### src/rtl/core/mtrp_pkg.sv
// ----------------------------------------------------------------------------
// mtrp_pkg
// shared types and codes of the modbus tcp response parser
// ----------------------------------------------------------------------------
package mtrp_pkg;

	localparam int          MAX_BIT_COUNT      = 2000;
	localparam int          QUEUE_DEPTH        = 2;
	localparam logic [10:0] RESULT_LIMIT_RESET = 11'd2000;

	// expected reply modes
	localparam logic [1:0] MODE_REG   = 2'd0;
	localparam logic [1:0] MODE_BIT   = 2'd1;
	localparam logic [1:0] MODE_WRITE = 2'd2;
	localparam logic [1:0] MODE_MASK  = 2'd3;

	// function codes
	localparam logic [7:0] FC_RD_COILS    = 8'h01;
	localparam logic [7:0] FC_RD_DISCRETE = 8'h02;
	localparam logic [7:0] FC_RD_HOLDING  = 8'h03;
	localparam logic [7:0] FC_RD_INPUT    = 8'h04;
	localparam logic [7:0] FC_WR_COIL     = 8'h05;
	localparam logic [7:0] FC_WR_REG      = 8'h06;
	localparam logic [7:0] FC_WR_COILS    = 8'h0F;
	localparam logic [7:0] FC_WR_REGS     = 8'h10;
	localparam logic [7:0] FC_MASK_WRITE  = 8'h16;
	localparam logic [7:0] FC_RW_REGS     = 8'h17;

	// result kinds
	localparam logic [1:0] KIND_WORD   = 2'd0;
	localparam logic [1:0] KIND_BIT    = 2'd1;
	localparam logic [1:0] KIND_STATUS = 2'd2;

	// frame status
	localparam logic [1:0] ST_OK        = 2'd0;
	localparam logic [1:0] ST_MALFORMED = 2'd1;
	localparam logic [1:0] ST_EXCEPTION = 2'd2;

	// work handed from front to back, one per accepted byte that causes results
	typedef struct packed {
		logic        has_word;
		logic        has_bits;
		logic        has_status;
		logic [10:0] index;
		logic [15:0] word;
		logic [7:0]  bits;
		logic [3:0]  nbits;
		logic [1:0]  status;
		logic [7:0]  exc_code;
		logic [15:0] count;
		logic [15:0] address;
		logic [15:0] keep_mask;
		logic [15:0] or_mask;
	} cmd_t;

endpackage

### src/rtl/core/mtrp_front.sv
// ----------------------------------------------------------------------------
// mtrp_front
// byte parser: tracks frame position and header, decides what each byte emits
// ----------------------------------------------------------------------------
module mtrp_front (
	input  logic          clk,
	input  logic          arst_n,
	input  logic          s_tvalid,
	output logic          s_tready,
	input  logic [23:0]   s_tdata,   // data_byte, bit_count
	input  logic [1:0]    s_tuser,   // mode
	input  logic          s_tlast,
	input  logic          cfg_valid,
	output logic          cfg_ready,
	input  logic [10:0]   cfg_data,
	output logic          push,
	output mtrp_pkg::cmd_t cmd,
	input  logic          full
);
	import mtrp_pkg::*;

	logic [10:0] limit_q;
	logic [8:0]  pos_q;
	logic [1:0]  mode_q;
	logic [7:0]  fc_q;
	logic [7:0]  dl_q;
	logic        hb_q;
	logic [7:0]  hold_q;
	logic [10:0] copied_q;
	logic [15:0] eb_q;
	logic [15:0] wa_q;
	logic [15:0] wb_q;
	logic [15:0] wc_q;

	logic        accept;
	logic [7:0]  byte_in;
	logic        first;
	logic [1:0]  mode_c;
	logic [15:0] eb_c;
	logic [10:0] copied_c;
	logic [7:0]  hold_c;
	logic        hb_n;
	logic [7:0]  fc_n;
	logic [7:0]  dl_n;
	logic [7:0]  hold_n;
	logic [10:0] copied_n;
	logic [15:0] wa_n;
	logic [15:0] wb_n;
	logic [15:0] wc_n;
	logic        fc_ok;
	logic        cnt_ok;
	logic [16:0] eb_plus7;
	logic [8:0]  off;
	logic        emit;
	logic [15:0] rem;
	logic [10:0] avail;
	logic [3:0]  nb;

	assign byte_in   = s_tdata[7:0];
	assign s_tready  = !full;
	assign accept    = s_tvalid && s_tready;
	assign cfg_ready = 1'b1;
	assign first     = (pos_q == 9'd0);

	always_comb begin
		mode_c   = first ? s_tuser : mode_q;
		eb_c     = first ? s_tdata[23:8] : eb_q;
		copied_c = first ? 11'd0 : copied_q;
		hold_c   = first ? 8'd0 : hold_q;
		hb_n     = (first ? 1'b0 : hb_q) ||
		           ((pos_q == 9'd2 || pos_q == 9'd3) && byte_in != 8'd0);
		fc_n     = (pos_q == 9'd7) ? byte_in : (first ? 8'd0 : fc_q);
		dl_n     = (pos_q == 9'd8) ? byte_in : (first ? 8'd0 : dl_q);
		wa_n     = first ? 16'd0 : wa_q;
		wb_n     = first ? 16'd0 : wb_q;
		wc_n     = first ? 16'd0 : wc_q;
		if (pos_q == 9'd8 || pos_q == 9'd9)
			wa_n = {wa_n[7:0], byte_in};
		if (pos_q == 9'd10 || pos_q == 9'd11)
			wb_n = {wb_n[7:0], byte_in};
		if (pos_q == 9'd12 || pos_q == 9'd13)
			wc_n = {wc_n[7:0], byte_in};

		eb_plus7 = {1'b0, eb_c} + 17'd7;
		case (mode_c)
			MODE_REG: begin
				fc_ok  = fc_n inside {FC_RD_HOLDING, FC_RD_INPUT, FC_RW_REGS};
				cnt_ok = !dl_n[0];
			end
			MODE_BIT: begin
				fc_ok  = fc_n inside {FC_RD_COILS, FC_RD_DISCRETE};
				cnt_ok = (eb_c != 16'd0) && (eb_c <= 16'(MAX_BIT_COUNT)) &&
				         ({6'd0, dl_n} == eb_plus7[16:3]);
			end
			MODE_WRITE: begin
				fc_ok  = fc_n inside {FC_WR_COIL, FC_WR_REG, FC_WR_COILS, FC_WR_REGS};
				cnt_ok = 1'b1;
			end
			default: begin
				fc_ok  = (fc_n == FC_MASK_WRITE);
				cnt_ok = 1'b1;
			end
		endcase

		off  = pos_q - 9'd9;
		emit = (pos_q >= 9'd9) && (off < {1'b0, dl_n}) && !mode_c[1] &&
		       !hb_n && fc_ok && cnt_ok;

		// bits left in this byte and room left under the limit
		rem   = eb_c - {4'd0, off, 3'b000};
		avail = (limit_q > copied_c) ? (limit_q - copied_c) : 11'd0;
		nb    = 4'd8;
		if (rem < 16'd8)
			nb = rem[3:0];
		if (avail < {7'd0, nb})
			nb = avail[3:0];

		hold_n = hold_c;
		cmd    = '0;
		cmd.index = copied_c;
		cmd.word  = {hold_c, byte_in};
		cmd.bits  = byte_in;
		cmd.nbits = nb;
		if (emit && mode_c == MODE_REG) begin
			if (!off[0])
				hold_n = byte_in;
			else if (copied_c < limit_q)
				cmd.has_word = 1'b1;
		end
		if (emit && mode_c == MODE_BIT && nb != 4'd0)
			cmd.has_bits = 1'b1;

		copied_n = copied_c;
		if (cmd.has_word)
			copied_n = copied_c + 11'd1;
		else if (cmd.has_bits)
			copied_n = copied_c + {7'd0, nb};

		// closing status
		cmd.has_status = s_tlast;
		cmd.status     = ST_MALFORMED;
		if (pos_q >= 9'd8 && !hb_n) begin
			if (fc_n[7]) begin
				cmd.status   = ST_EXCEPTION;
				cmd.exc_code = dl_n;
			end else if (fc_ok && cnt_ok) begin
				case (mode_c)
					MODE_REG, MODE_BIT: begin
						if ({1'b0, pos_q} >= 10'd8 + {2'd0, dl_n}) begin
							cmd.status = ST_OK;
							cmd.count  = {5'd0, copied_n};
						end
					end
					MODE_WRITE: begin
						if (pos_q >= 9'd11) begin
							cmd.status  = ST_OK;
							cmd.address = wa_n;
							cmd.count   = (fc_n == FC_WR_COIL || fc_n == FC_WR_REG) ?
							              16'd1 : wb_n;
						end
					end
					default: begin
						if (pos_q >= 9'd13) begin
							cmd.status    = ST_OK;
							cmd.address   = wa_n;
							cmd.keep_mask = wb_n;
							cmd.or_mask   = wc_n;
							cmd.count     = 16'd1;
						end
					end
				endcase
			end
		end

		push = accept && (cmd.has_word || cmd.has_bits || cmd.has_status);
	end

	always_ff @(posedge clk or negedge arst_n) begin
		if (!arst_n) begin
			limit_q  <= RESULT_LIMIT_RESET;
			pos_q    <= 9'd0;
			mode_q   <= MODE_REG;
			fc_q     <= 8'd0;
			dl_q     <= 8'd0;
			hb_q     <= 1'b0;
			hold_q   <= 8'd0;
			copied_q <= 11'd0;
			eb_q     <= 16'd0;
			wa_q     <= 16'd0;
			wb_q     <= 16'd0;
			wc_q     <= 16'd0;
		end else begin
			if (cfg_valid)
				limit_q <= cfg_data;
			if (accept) begin
				mode_q   <= mode_c;
				eb_q     <= eb_c;
				fc_q     <= fc_n;
				dl_q     <= dl_n;
				hb_q     <= hb_n;
				hold_q   <= hold_n;
				copied_q <= copied_n;
				wa_q     <= wa_n;
				wb_q     <= wb_n;
				wc_q     <= wc_n;
				if (s_tlast)
					pos_q <= 9'd0;
				else if (pos_q != 9'h1FF)
					pos_q <= pos_q + 9'd1;
			end
		end
	end

endmodule

### src/rtl/core/mtrp_queue.sv
// ----------------------------------------------------------------------------
// mtrp_queue
// short command queue between parser front and result back end
// ----------------------------------------------------------------------------
module mtrp_queue #(
	parameter int DEPTH = mtrp_pkg::QUEUE_DEPTH
) (
	input  logic           clk,
	input  logic           arst_n,
	input  logic           push,
	input  mtrp_pkg::cmd_t wr_cmd,
	output logic           full,
	input  logic           pop,
	output mtrp_pkg::cmd_t head,
	output logic           empty
);
	import mtrp_pkg::*;

	localparam int PW = (DEPTH > 1) ? $clog2(DEPTH) : 1;
	localparam int CW = $clog2(DEPTH + 1);

	cmd_t          mem_q [DEPTH];
	logic [PW-1:0] wr_q;
	logic [PW-1:0] rd_q;
	logic [CW-1:0] cnt_q;

	assign full  = (cnt_q == CW'(DEPTH));
	assign empty = (cnt_q == '0);
	assign head  = mem_q[rd_q];

	always_ff @(posedge clk) begin
		if (push)
			mem_q[wr_q] <= wr_cmd;
	end

	always_ff @(posedge clk or negedge arst_n) begin
		if (!arst_n) begin
			wr_q  <= '0;
			rd_q  <= '0;
			cnt_q <= '0;
		end else begin
			if (push)
				wr_q <= (wr_q == PW'(DEPTH - 1)) ? '0 : wr_q + 1'b1;
			if (pop)
				rd_q <= (rd_q == PW'(DEPTH - 1)) ? '0 : rd_q + 1'b1;
			if (push && !pop)
				cnt_q <= cnt_q + 1'b1;
			else if (pop && !push)
				cnt_q <= cnt_q - 1'b1;
		end
	end

`ifndef SYNTHESIS
	a_no_push_full: assert property (@(posedge clk) disable iff (!arst_n)
		!(push && full && !pop))
		else $error("push into full queue");
	a_no_pop_empty: assert property (@(posedge clk) disable iff (!arst_n)
		!(pop && empty))
		else $error("pop from empty queue");
	a_count_bound: assert property (@(posedge clk) disable iff (!arst_n)
		cnt_q <= CW'(DEPTH))
		else $error("queue count overrun");
	a_push_shows: assert property (@(posedge clk) disable iff (!arst_n)
		(push && empty) |=> !empty)
		else $error("pushed item lost");
`endif

endmodule

### src/rtl/core/mtrp_back.sv
// ----------------------------------------------------------------------------
// mtrp_back
// result sequencer: expands queued commands into words, bits and status
// ----------------------------------------------------------------------------
module mtrp_back (
	input  logic           clk,
	input  logic           arst_n,
	input  mtrp_pkg::cmd_t head,
	input  logic           empty,
	output logic           pop,
	output logic           m_tvalid,
	input  logic           m_tready,
	output logic [103:0]   m_tdata,  // item_index, word_value, bit_value, status,
	                                 // exception_code, result_count, echoed_address,
	                                 // keep_mask, or_mask, zero pad
	output logic [1:0]     m_tuser,  // kind
	output logic           m_tlast
);
	import mtrp_pkg::*;

	logic        valid_q;
	logic [1:0]  kind_q;
	logic [10:0] index_q;
	logic [15:0] word_q;
	logic        bit_q;
	logic [1:0]  st_q;
	logic [7:0]  exc_q;
	logic [15:0] cnt_q;
	logic [15:0] addr_q;
	logic [15:0] am_q;
	logic [15:0] om_q;
	logic        last_q;
	logic [2:0]  bcnt_q;
	logic        done_q;

	logic load;
	logic in_data;
	logic data_end;

	assign load     = !empty && (!valid_q || m_tready);
	assign in_data  = (head.has_word || head.has_bits) && !done_q;
	assign data_end = head.has_word || ({1'b0, bcnt_q} == head.nbits - 4'd1);
	assign pop      = load && (in_data ? (data_end && !head.has_status) : 1'b1);

	assign m_tvalid = valid_q;
	assign m_tuser  = kind_q;
	assign m_tlast  = last_q;
	assign m_tdata  = {2'b00, om_q, am_q, addr_q, cnt_q, exc_q, st_q,
	                   bit_q, word_q, index_q};

	always_ff @(posedge clk or negedge arst_n) begin
		if (!arst_n) begin
			valid_q <= 1'b0;
			bcnt_q  <= 3'd0;
			done_q  <= 1'b0;
		end else begin
			if (load)
				valid_q <= 1'b1;
			else if (m_tready)
				valid_q <= 1'b0;
			if (load && in_data && head.has_bits)
				bcnt_q <= data_end ? 3'd0 : bcnt_q + 3'd1;
			if (load && in_data && data_end && head.has_status)
				done_q <= 1'b1;
			else if (pop)
				done_q <= 1'b0;
		end
	end

	always_ff @(posedge clk) begin
		if (load) begin
			st_q   <= ST_OK;
			exc_q  <= 8'd0;
			cnt_q  <= 16'd0;
			addr_q <= 16'd0;
			am_q   <= 16'd0;
			om_q   <= 16'd0;
			last_q <= 1'b0;
			if (in_data && head.has_word) begin
				kind_q  <= KIND_WORD;
				index_q <= head.index;
				word_q  <= head.word;
				bit_q   <= 1'b0;
			end else if (in_data) begin
				kind_q  <= KIND_BIT;
				index_q <= head.index + {8'd0, bcnt_q};
				word_q  <= 16'd0;
				bit_q   <= head.bits[bcnt_q];
			end else begin
				kind_q  <= KIND_STATUS;
				index_q <= 11'd0;
				word_q  <= 16'd0;
				bit_q   <= 1'b0;
				st_q    <= head.status;
				exc_q   <= head.exc_code;
				cnt_q   <= head.count;
				addr_q  <= head.address;
				am_q    <= head.keep_mask;
				om_q    <= head.or_mask;
				last_q  <= 1'b1;
			end
		end
	end

`ifndef SYNTHESIS
	a_bcnt_in_bits: assert property (@(posedge clk) disable iff (!arst_n)
		(bcnt_q != 3'd0) |-> (!empty && head.has_bits && !done_q))
		else $error("bit counter running without a bit command");
	a_done_has_status: assert property (@(posedge clk) disable iff (!arst_n)
		done_q |-> (!empty && head.has_status))
		else $error("data finished but no status pending");
`endif

endmodule

### src/rtl/core/modbus_tcp_response_parser.sv
// ----------------------------------------------------------------------------
// modbus_tcp_response_parser
// The parser takes one response byte per item and accepts a new byte in every
// cycle while its command queue (QUEUE_DEPTH entries) has room. A register
// word, a status result or a write echo is registered in the back end's output
// stage once its command reaches the back end and the output is free; a coil
// or input byte expands to up to eight bit results, one per cycle from the
// back-end sequencer while the output accepts them, so that sequencer sets the
// sustained rate in bit mode. When the closing byte also carries a word or
// bits, those results leave before its status. Word and bit results are
// provisional until the status of their frame says ok. result_limit may be
// written only while idle.
// ----------------------------------------------------------------------------
module modbus_tcp_response_parser #(
	parameter int QUEUE_DEPTH = mtrp_pkg::QUEUE_DEPTH
) (
	input  logic         clk,
	input  logic         arst_n,
	input  logic         s_tvalid,
	output logic         s_tready,
	input  logic [23:0]  s_tdata,   // data_byte, bit_count
	input  logic [1:0]   s_tuser,   // mode
	input  logic         s_tlast,
	output logic         m_tvalid,
	input  logic         m_tready,
	output logic [103:0] m_tdata,   // item_index, word_value, bit_value, status,
	                                // exception_code, result_count, echoed_address,
	                                // keep_mask, or_mask, zero pad
	output logic [1:0]   m_tuser,   // kind
	output logic         m_tlast,
	input  logic         cfg_valid,
	output logic         cfg_ready,
	input  logic [10:0]  cfg_data
);
	import mtrp_pkg::*;

	cmd_t wr_cmd;
	cmd_t head;
	logic push;
	logic full;
	logic pop;
	logic empty;

	mtrp_front u_front (
		.clk       (clk),
		.arst_n    (arst_n),
		.s_tvalid  (s_tvalid),
		.s_tready  (s_tready),
		.s_tdata   (s_tdata),
		.s_tuser   (s_tuser),
		.s_tlast   (s_tlast),
		.cfg_valid (cfg_valid),
		.cfg_ready (cfg_ready),
		.cfg_data  (cfg_data),
		.push      (push),
		.cmd       (wr_cmd),
		.full      (full)
	);

	mtrp_queue #(
		.DEPTH (QUEUE_DEPTH)
	) u_queue (
		.clk    (clk),
		.arst_n (arst_n),
		.push   (push),
		.wr_cmd (wr_cmd),
		.full   (full),
		.pop    (pop),
		.head   (head),
		.empty  (empty)
	);

	mtrp_back u_back (
		.clk      (clk),
		.arst_n   (arst_n),
		.head     (head),
		.empty    (empty),
		.pop      (pop),
		.m_tvalid (m_tvalid),
		.m_tready (m_tready),
		.m_tdata  (m_tdata),
		.m_tuser  (m_tuser),
		.m_tlast  (m_tlast)
	);

endmodule
### config.mk
export PLATFORM = sky130hd
export DESIGN_NAME = modbus_tcp_response_parser
export DESIGN_NICKNAME = d
export VERILOG_FILES = /design/src/rtl/core/mtrp_pkg.sv /design/src/rtl/core/mtrp_front.sv /design/src/rtl/core/mtrp_queue.sv /design/src/rtl/core/mtrp_back.sv /design/src/rtl/core/modbus_tcp_response_parser.sv
export SDC_FILE = /design/constraint.sdc
export NUM_CORES = 1
export LEC_CHECK = 0
export BUFFER_PORTS_ARGS = -buffer_cell sky130_fd_sc_hd__buf_2
export CAP_MARGIN = 20
export CORE_ASPECT_RATIO = 1.25
export CORE_MARGIN = 1
export CORE_UTILIZATION = 35
export DETAILED_ROUTE_END_ITERATION = 12
export PLACE_DENSITY_LB_ADDON = 0.05
export SLEW_MARGIN = 20
export SYNTH_ARGS = -nofsm -noshare
export SYNTH_HDL_FRONTEND = slang
export SYNTH_HIERARCHICAL = 1
export SYNTH_SLANG_ARGS = --single-unit
### constraint.sdc
create_clock -name clk -period 20.6 [get_ports clk]
set_clock_uncertainty 0.2 [all_clocks]
set_input_delay 4.12 -clock clk [delete_from_list [all_inputs] [get_ports clk]]
set_output_delay 4.12 -clock clk [all_outputs]
set_load 0.01 [all_outputs]
Word level (Yosys, flattened, before mapping)
Memory sizes are Yosys's and may differ from the RTL's.
Index checks and enable logic that the tools add are counted.
W data, S select, Z words.
- flip-flop bits (word level): 236
- RAM bits: 232
- input bits: 43
- output and inout port bits: 110
- word-level logic and storage cells: 213
- memories: 1
- memory list (name ; depth ; bits a word ; read ports ; clocked after memory_dff ; wr ports ; RTL line ; source):
    u_queue.mem_q ; 2 ; 116 ; 1 ; 0 ; 1 ; mtrp_queue.sv:22 ; cmd_t mem_q [DEPTH];
- add/sub/neg operators: 15
- $lt $le $gt $ge: 12
- eq/ne operators: 25
- multiplexer cells: 65
- bitwise operators: 1
- reduce and logical (&&, ||, !) cells: 65
- operators by type and width (operator ; count):
    $mux W16 ; 8
    $mux W64 ; 2
    $mux W11 ; 7
    $mux W74 ; 1
    $mux W32 ; 2
    $mux W8 ; 8
    $pmux W16 S2 ; 2
    $eq A9 B4 Y1 const B ; 6
    $mux W49 ; 1
    $ge A9 B4 Y1 const B ; 4
    $logic_and A1 B1 Y1 ; 26
    $eq A8 B3 Y1 const B ; 3
    $eq A8 B5 Y1 const B ; 3
    $mux W1 ; 19
    $eq A9 B2 Y1 const B ; 2
    $mux W9 ; 2
    $add A16 B3 Y17 const B ; 1
    $eq A8 B2 Y1 const B ; 2
    $le A16 B11 Y1 const B ; 1
    $lt A16 B4 Y1 const B ; 1
    $reduce_bool A16 Y1 ; 1
    $sub A16 B12 Y16 ; 1
    $eq A8 B14 Y1 ; 1
    $mux W2 ; 6
    43 further kinds ; 73

Depth between registers and ports, before layout
- depth in word-level cells: 19
- mapped depth: 41
- depth with buffers taken out: 39

By module
The synthesis kept the hierarchy.
- modules (own cells, without submodules) (module ; times used ; cells each ; area an instance (um^2) ; sequential area each (um^2)):
    mtrp_front ; 1 ; 1304 ; 10637.7 ; 3060.4
    mtrp_queue ; 1 ; 377 ; 8668.3 ; 7066.8
    mtrp_back ; 1 ; 300 ; 4483.0 ; 3248.1

Least setup slack after synthesis
Ideal clock, no wire load.
- path kind: input to register
- start: input port s_tdata[11]
- end: memory u_queue/mem_q[0][0] (netlist bit), enable pin
- library setup time: 0.606 ns
- arrival time: 14.365 ns
- data required time: 19.794 ns
- slack: 5.429 ns
- cell stages on the path: 27
- path buffers: 0
- path through: mux2i_1 > ha_1 > inv_1 > ha_1 > a21oi_1 > o211ai_1 > maj3_2 > a221oi_2 > o2111ai_1 > a22o_1 > a31oi_1 > nand2_1 > nor2_1 > nand2_1 > ha_1 > a21o_1 > a21oi_1 > nand4_1 > nor4_1 > o211ai_1 > a31o_2 > o32ai_1 > a21oi_2 > a41oi_2 > nor3_1 > nor2_1 > nor2b_1
- cells in the longest elaborated chain, start to end: 14
- elaborated cells on any way between the ends: 25
- classes of those cells: add/sub: 2; order compare: 3; eq/ne: 1; mux: 8; reduce/logical: 11
- RTL lines (element ; RTL line ; source):
    from (decl) ; modbus_tcp_response_parser.sv:21 ; input logic [23:0] s_tdata,
    $mux W16 (*) ; mtrp_front.sv:67 ; eb_c = first ? s_tdata[23:8] : eb_q;
    $sub A16 B12 Y16 (tied with other cells) ; mtrp_front.sv:110 ; rem = eb_c - {4'd0, off, 3'b000};
    $lt A16 B4 Y1 (tied with other cells) ; mtrp_front.sv:113 ; if (rem < 16'd8)
    $mux W4 or $logic_and A1 B1 Y1 (tied branches) ; mtrp_front.sv:113, mtrp_front.sv:92 ;
    $lt A11 B4 Y1 or $pmux W1 S2 (tied branches) ; mtrp_front.sv:115, mtrp_front.sv:85 ;
    $mux W4 or $logic_and A1 B1 Y1 (tied branches) ; mtrp_front.sv:115, mtrp_front.sv:107 ;
    $reduce_bool A4 Y1 or $logic_and A1 B1 Y1 (tied branches) ; mtrp_front.sv:130 ; if (emit && mode_c == MODE_BIT && nb != 4'd0)
    $logic_and A1 B1 Y1 ; mtrp_front.sv:130 ;
    $mux W1 ; mtrp_front.sv:130 ;
    $logic_or A1 B1 Y1 (*) (2 in a row) ; mtrp_front.sv:175 ; push = accept && (cmd.has_word || cmd.has_bits || cmd.has_status);
    $logic_and A1 B1 Y1 (*) ; mtrp_front.sv:175 ;
    net push ; modbus_tcp_response_parser.sv:39 ; logic push;
    $mux W1 (*) ; mtrp_queue.sv:32 ; if (push)
    $mux W1 (not written as such) (*) ; mtrp_queue.sv:33 ; mem_q[wr_q] <= wr_cmd;
    to (decl) ; mtrp_queue.sv:22 ;
Mark *: on every way through the listed nets, which the timed path passes. The rest lies on a longest branch.

Final worst setup path
- start: input port s_tdata[15]
- end: memory u_queue/mem_q[0][68] (netlist bit), enable pin
- cells in the longest elaborated chain, start to end: 14
- elaborated cells on any way between the ends: 25
- classes of those cells: add/sub: 2; order compare: 3; eq/ne: 1; mux: 8; reduce/logical: 11
- RTL lines (element ; RTL line ; source):
    $mux W16 (*) ; mtrp_front.sv:67 ;
    net u_front.eb_c[7] ; mtrp_front.sv:39 ; logic [15:0] eb_c;
    $sub A16 B12 Y16 (tied with other cells) ; mtrp_front.sv:110 ;
    $lt A16 B4 Y1 (tied with other cells) ; mtrp_front.sv:113 ;
    $mux W4 or $logic_and A1 B1 Y1 (tied branches) ; mtrp_front.sv:113, mtrp_front.sv:92 ;
    $lt A11 B4 Y1 or $pmux W1 S2 (tied branches) ; mtrp_front.sv:115, mtrp_front.sv:85 ;
    $mux W4 or $logic_and A1 B1 Y1 (tied branches) ; mtrp_front.sv:115, mtrp_front.sv:107 ;
    $reduce_bool A4 Y1 or $logic_and A1 B1 Y1 (tied branches) ; mtrp_front.sv:130 ;
    $logic_and A1 B1 Y1 ; mtrp_front.sv:130 ;
    $mux W1 ; mtrp_front.sv:130 ;
    $logic_or A1 B1 Y1 (*) (2 in a row) ; mtrp_front.sv:175 ;
    $logic_and A1 B1 Y1 (*) ; mtrp_front.sv:175 ;
    net push ; modbus_tcp_response_parser.sv:39 ;
    $mux W1 (*) ; mtrp_queue.sv:32 ;
    $mux W1 (not written as such) (*) ; mtrp_queue.sv:33 ;
Marks and branches as above.

==> qor_table.md <==
| Step | Metric | Value |
| --- | --- | --- |
| outcome | Outcome | finished, final reports clean |
| routing | Number of nets still failing antenna checks after routing | 0 |
| routing | Number of DRC violations after detailed routing | 0 |
| global route | Largest net degree at the start of global routing | 90 |
| worst hold path | Class of the tightest hold or removal check | register to register |
| setup path | Arrival time worst endpoint | 12.31 ns |
| die | Standard-cell row count | 106 |
| timing | Transition time at the pin with the least slew margin | 1.07 ns |
| clock tree | Root Buffer Master | clkbuf_16 |
| finish | Layout overhead on the synthesized area | 12.8% |
| die | Top-level I/O count | 153 |
| timing | Period utilization | 59.7% |
| setup path | Delay of the slowest cell on the worst path | 0.85 ns |
| timing | Setup repair after global routing missed its margin | false |
| global route | Number of global-route vias before repair | 16200 |
| clock tree | Level count of the clock H-tree | 2 |
| yosys | Syn. warnings | 6 |
| die | Core Footprint | 67100 µm² |
| setup path | CP bufs+invs | 3 |
| power and ir drop | Power per cell area | 135 nW/µm² |
| timing | Final TNS setup | 0 ns |
| timing | Hold Violations, Final | 0 |
| routing | First-pass iteration count of the detailed router | 5 |
| finish | Register with the most flip-flops | u_queue/mem_q |
| place | Cell count after placement | 2897 |
| routing | Total wirelength of the detailed-routed design | 67100 µm |
| timing | Relative max-transition margin | 28.1% |
| clock tree | Number of hold buffers added after CTS | 0 |
| routing | First-iteration detailed-routing DRC count | 968 |
| place | RD Place Congestion | 0.851 |
| yosys | Part of the Yosys area used for sequential elements | 56.2% |
| yosys | EDFF count, synth | 336 |
| die | Starting utilization of the core area | 35.4% |
| yosys | Flops & latches, synth | 467 |
| setup path | Kind of end point of the critical path | register |
| clock tree | Number of instances resized during post-cts repair | 0 |
| power and ir drop | Largest vdd supply drop | 231 µV |
| place | Count of input and output buffers | 149 |
| finish | Non-filler instance count after layout | 2995 |
| timing | Setup Viol. Count Final | 0 |
| setup path | Startpoint class of the critical path | input port |
| yosys | Mean area per synthesized cell | 12.0 µm² |
| finish | Most used cells in the layout excluding fill and tap cells | 336 x edfxtp_1, 188 x nand2_1, 148 x buf_2 |
| setup path | Data required, critical path | 20.61 ns |
| power and ir drop | Leakage power | 10.1 nW |
| global route | First-pass GRT wire length | 101000 µm |
| yosys | Ys flop type | edfxtp_1 |
| finish | Most common cell after layout, fill and taps aside | edfxtp_1 |
| routing | Avg Vias per Cell | 5.34 |
| power and ir drop | Total power consumption of the routed design | 3.63 mW |
| clock tree | Clock Tree Buf Depth | 3 |
| setup path | Maximum net fanout on the critical path | 67 |
| routing | Detail-routed net length per standard cell | 22.4 µm |
| die | Die Outline Area | 69000 µm² |
| setup path | CP max stage cell | buf_4 |
| finish | Share of cells above drive strength 1 | 22.1% |
| clock tree | Clock latency reported for the late side of the worst-skew pair | 0.61 ns |
| die | Die outline width | 235 µm |
| global route | Aggregate global routing overflow | 0 |
| setup path | Top Family by Delay on Critical Path | compound AO/OA/AOI/OAI gates |
| clock tree | Clock transition time at the flip-flop clock pins of the worst setup and hold paths | 0.06 ns |
| global route | Antenna violations before repair | 3 |
| setup path | Critical path class | input port to register |
| clock tree | TritonCTS Sinks | 467 |
| flow run | Reported max-cap violation count | 0 |
| finish | Nets | 2184 |
| yosys | Count of cell types in the netlist | 113 |
| setup path | Worst-case register-to-register setup slack | 8.69 ns |
| clock tree | CTS tree | built |
| place | HPWL after DPL | 44900 µm |
| clock tree | TritonCTS buffer count | 52 |
| yosys | Post-Syn Instances | 1981 |
| timing | Max-slew violation total from the final report | 0 |
| setup path | Most used cell along the critical path | nand2_1 |
| yosys | Post-Synthesis Cell Area | 23800 µm² |
| yosys | Async set-reset flop share out of synthesis | 28.1% |
| timing | Minimum clock period after layout | 12.30 ns |
| timing | F_max | 0.0813 GHz |
| routing | Via count | 16000 |
| global route | Total global routing track utilization | 19.3% |
| finish | Number of flip-flops in the largest register | 232 |
| clock tree | Post-CTS Repair Setup Buffers | 0 |
| finish | Count of inserted antenna diode cells | 0 |
| die | Die outline height | 293 µm |
-- worst register-to-register path: cells and delay by family, from the launching register on --
family	cells	cell delay, ns
AND/OR/NAND/NOR	12	4.28
AO/OA/AOI/OAI	12	3.45
buffers and inverters	3	1.36
adder cells (fa/ha/maj)	3	1.19
flip-flops	1	0.54
multiplexers	1	0.41
-- cells in the mapped netlist (all sizes together) (16+ instances only) --
master / instances / area [µm²]
dfrtp: 125 / 3130
edfxtp: 336 / 10100
nor2: 113 / 443
nor3: 37 / 226
clkbuf: 60 / 226
o21ai: 84 / 439
and2: 112 / 701
a21oi: 102 / 541
nand4: 19 / 119
nor4: 17 / 128
a22o: 68 / 604
mux2: 143 / 1730
and3: 21 / 131
nand2: 191 / 724
ha: 51 / 638
nand3: 43 / 215
buf: 60 / 414
nor2b: 16 / 100
inv: 61 / 229
xor2: 19 / 166
mux2i: 25 / 250
or3: 20 / 130
xnor2: 33 / 297
-- cell type report --
type / count / area, µm²
Clock buffer: 68 / 1380
Clock inverter: 30 / 236
Fill cell: 6476 / 40300
Inverter: 62 / 238
Multi-Input combinational cell: 1333 / 9600
Sequential cell: 467 / 13400
Tap cell: 864 / 1080
Timing Repair Buffer: 171 / 917
-- where the power goes --
group	switching (mW)	internal, mW	leakage [nW]	total (mW)
clock	0.394	0.490	0.790	0.884
sequential	0.100	1.26	4.94	1.36
combinational	0.870	0.513	4.39	1.38
total	1.36	2.26	10.1	3.63
-- final timing paths --
check / end / from / depth (start not counted)
max: u_queue/mem_q[0][68] / s_tdata[15] / 28
min: u_front/dl_q[1] / u_front/dl_q[1] / 2
max reg2reg: u_queue/mem_q[0][68] / u_front/pos_q[0] / 31
min reg2reg: u_front/dl_q[1] / u_front/dl_q[1] / 2
max in group asynchronous: u_queue/rd_q / arst_n / 2
min in group asynchronous: u_front/limit_q[0] / arst_n / 1
-- layer usage --
layer	routed length, µm	up-vias	GRT usage, %	share of wire, %
met4	2080	0	6.66	3.1
met2	32800	372	33.4	49
met5	0	-	0	0
met1	29600	7952	24.9	44
li1	-	7557	-	-
met3	2550	103	2.38	3.8
-- per-stage QoR --
stage | cell area [µm²] | hold WS [ns] | worst slack [ns] | utilization (%)
after CTS | 26800 | 0.285 | 8.25 | 40.0
after detailed placement | 25200 | 0.269 | 7.63 | 37.6
after floorplan | 23800 | 0.244 | 5.43 | -
after global placement | 25200 | 0.262 | 7.75 | 37.5
after global routing | 26800 | 0.308 | 7.62 | 40.0
final | 26800 | 0.279 | 8.30 | 40.0
-- logic make-up (layout without fill, tap and decap cells) --
| family | after synthesis | after routing | synth area share, % |
|---|---|---|---|
| AO/OA/AOI/OAI | 405 | 405 | 12.3 |
| XOR/XNOR | 52 | 52 | 1.95 |
| adder cells (fa/ha/maj) | 57 | 57 | 3.07 |
| buffers and inverters | 182 | 331 | 3.69 |
| flip-flops | 467 | 467 | 56.2 |
| multiplexers | 170 | 170 | 8.50 |
| other | 2 | 3 | 0.0316 |
| AND/OR/NAND/NOR | 646 | 646 | 14.2 |
Power figures use the tool's default switching activity.
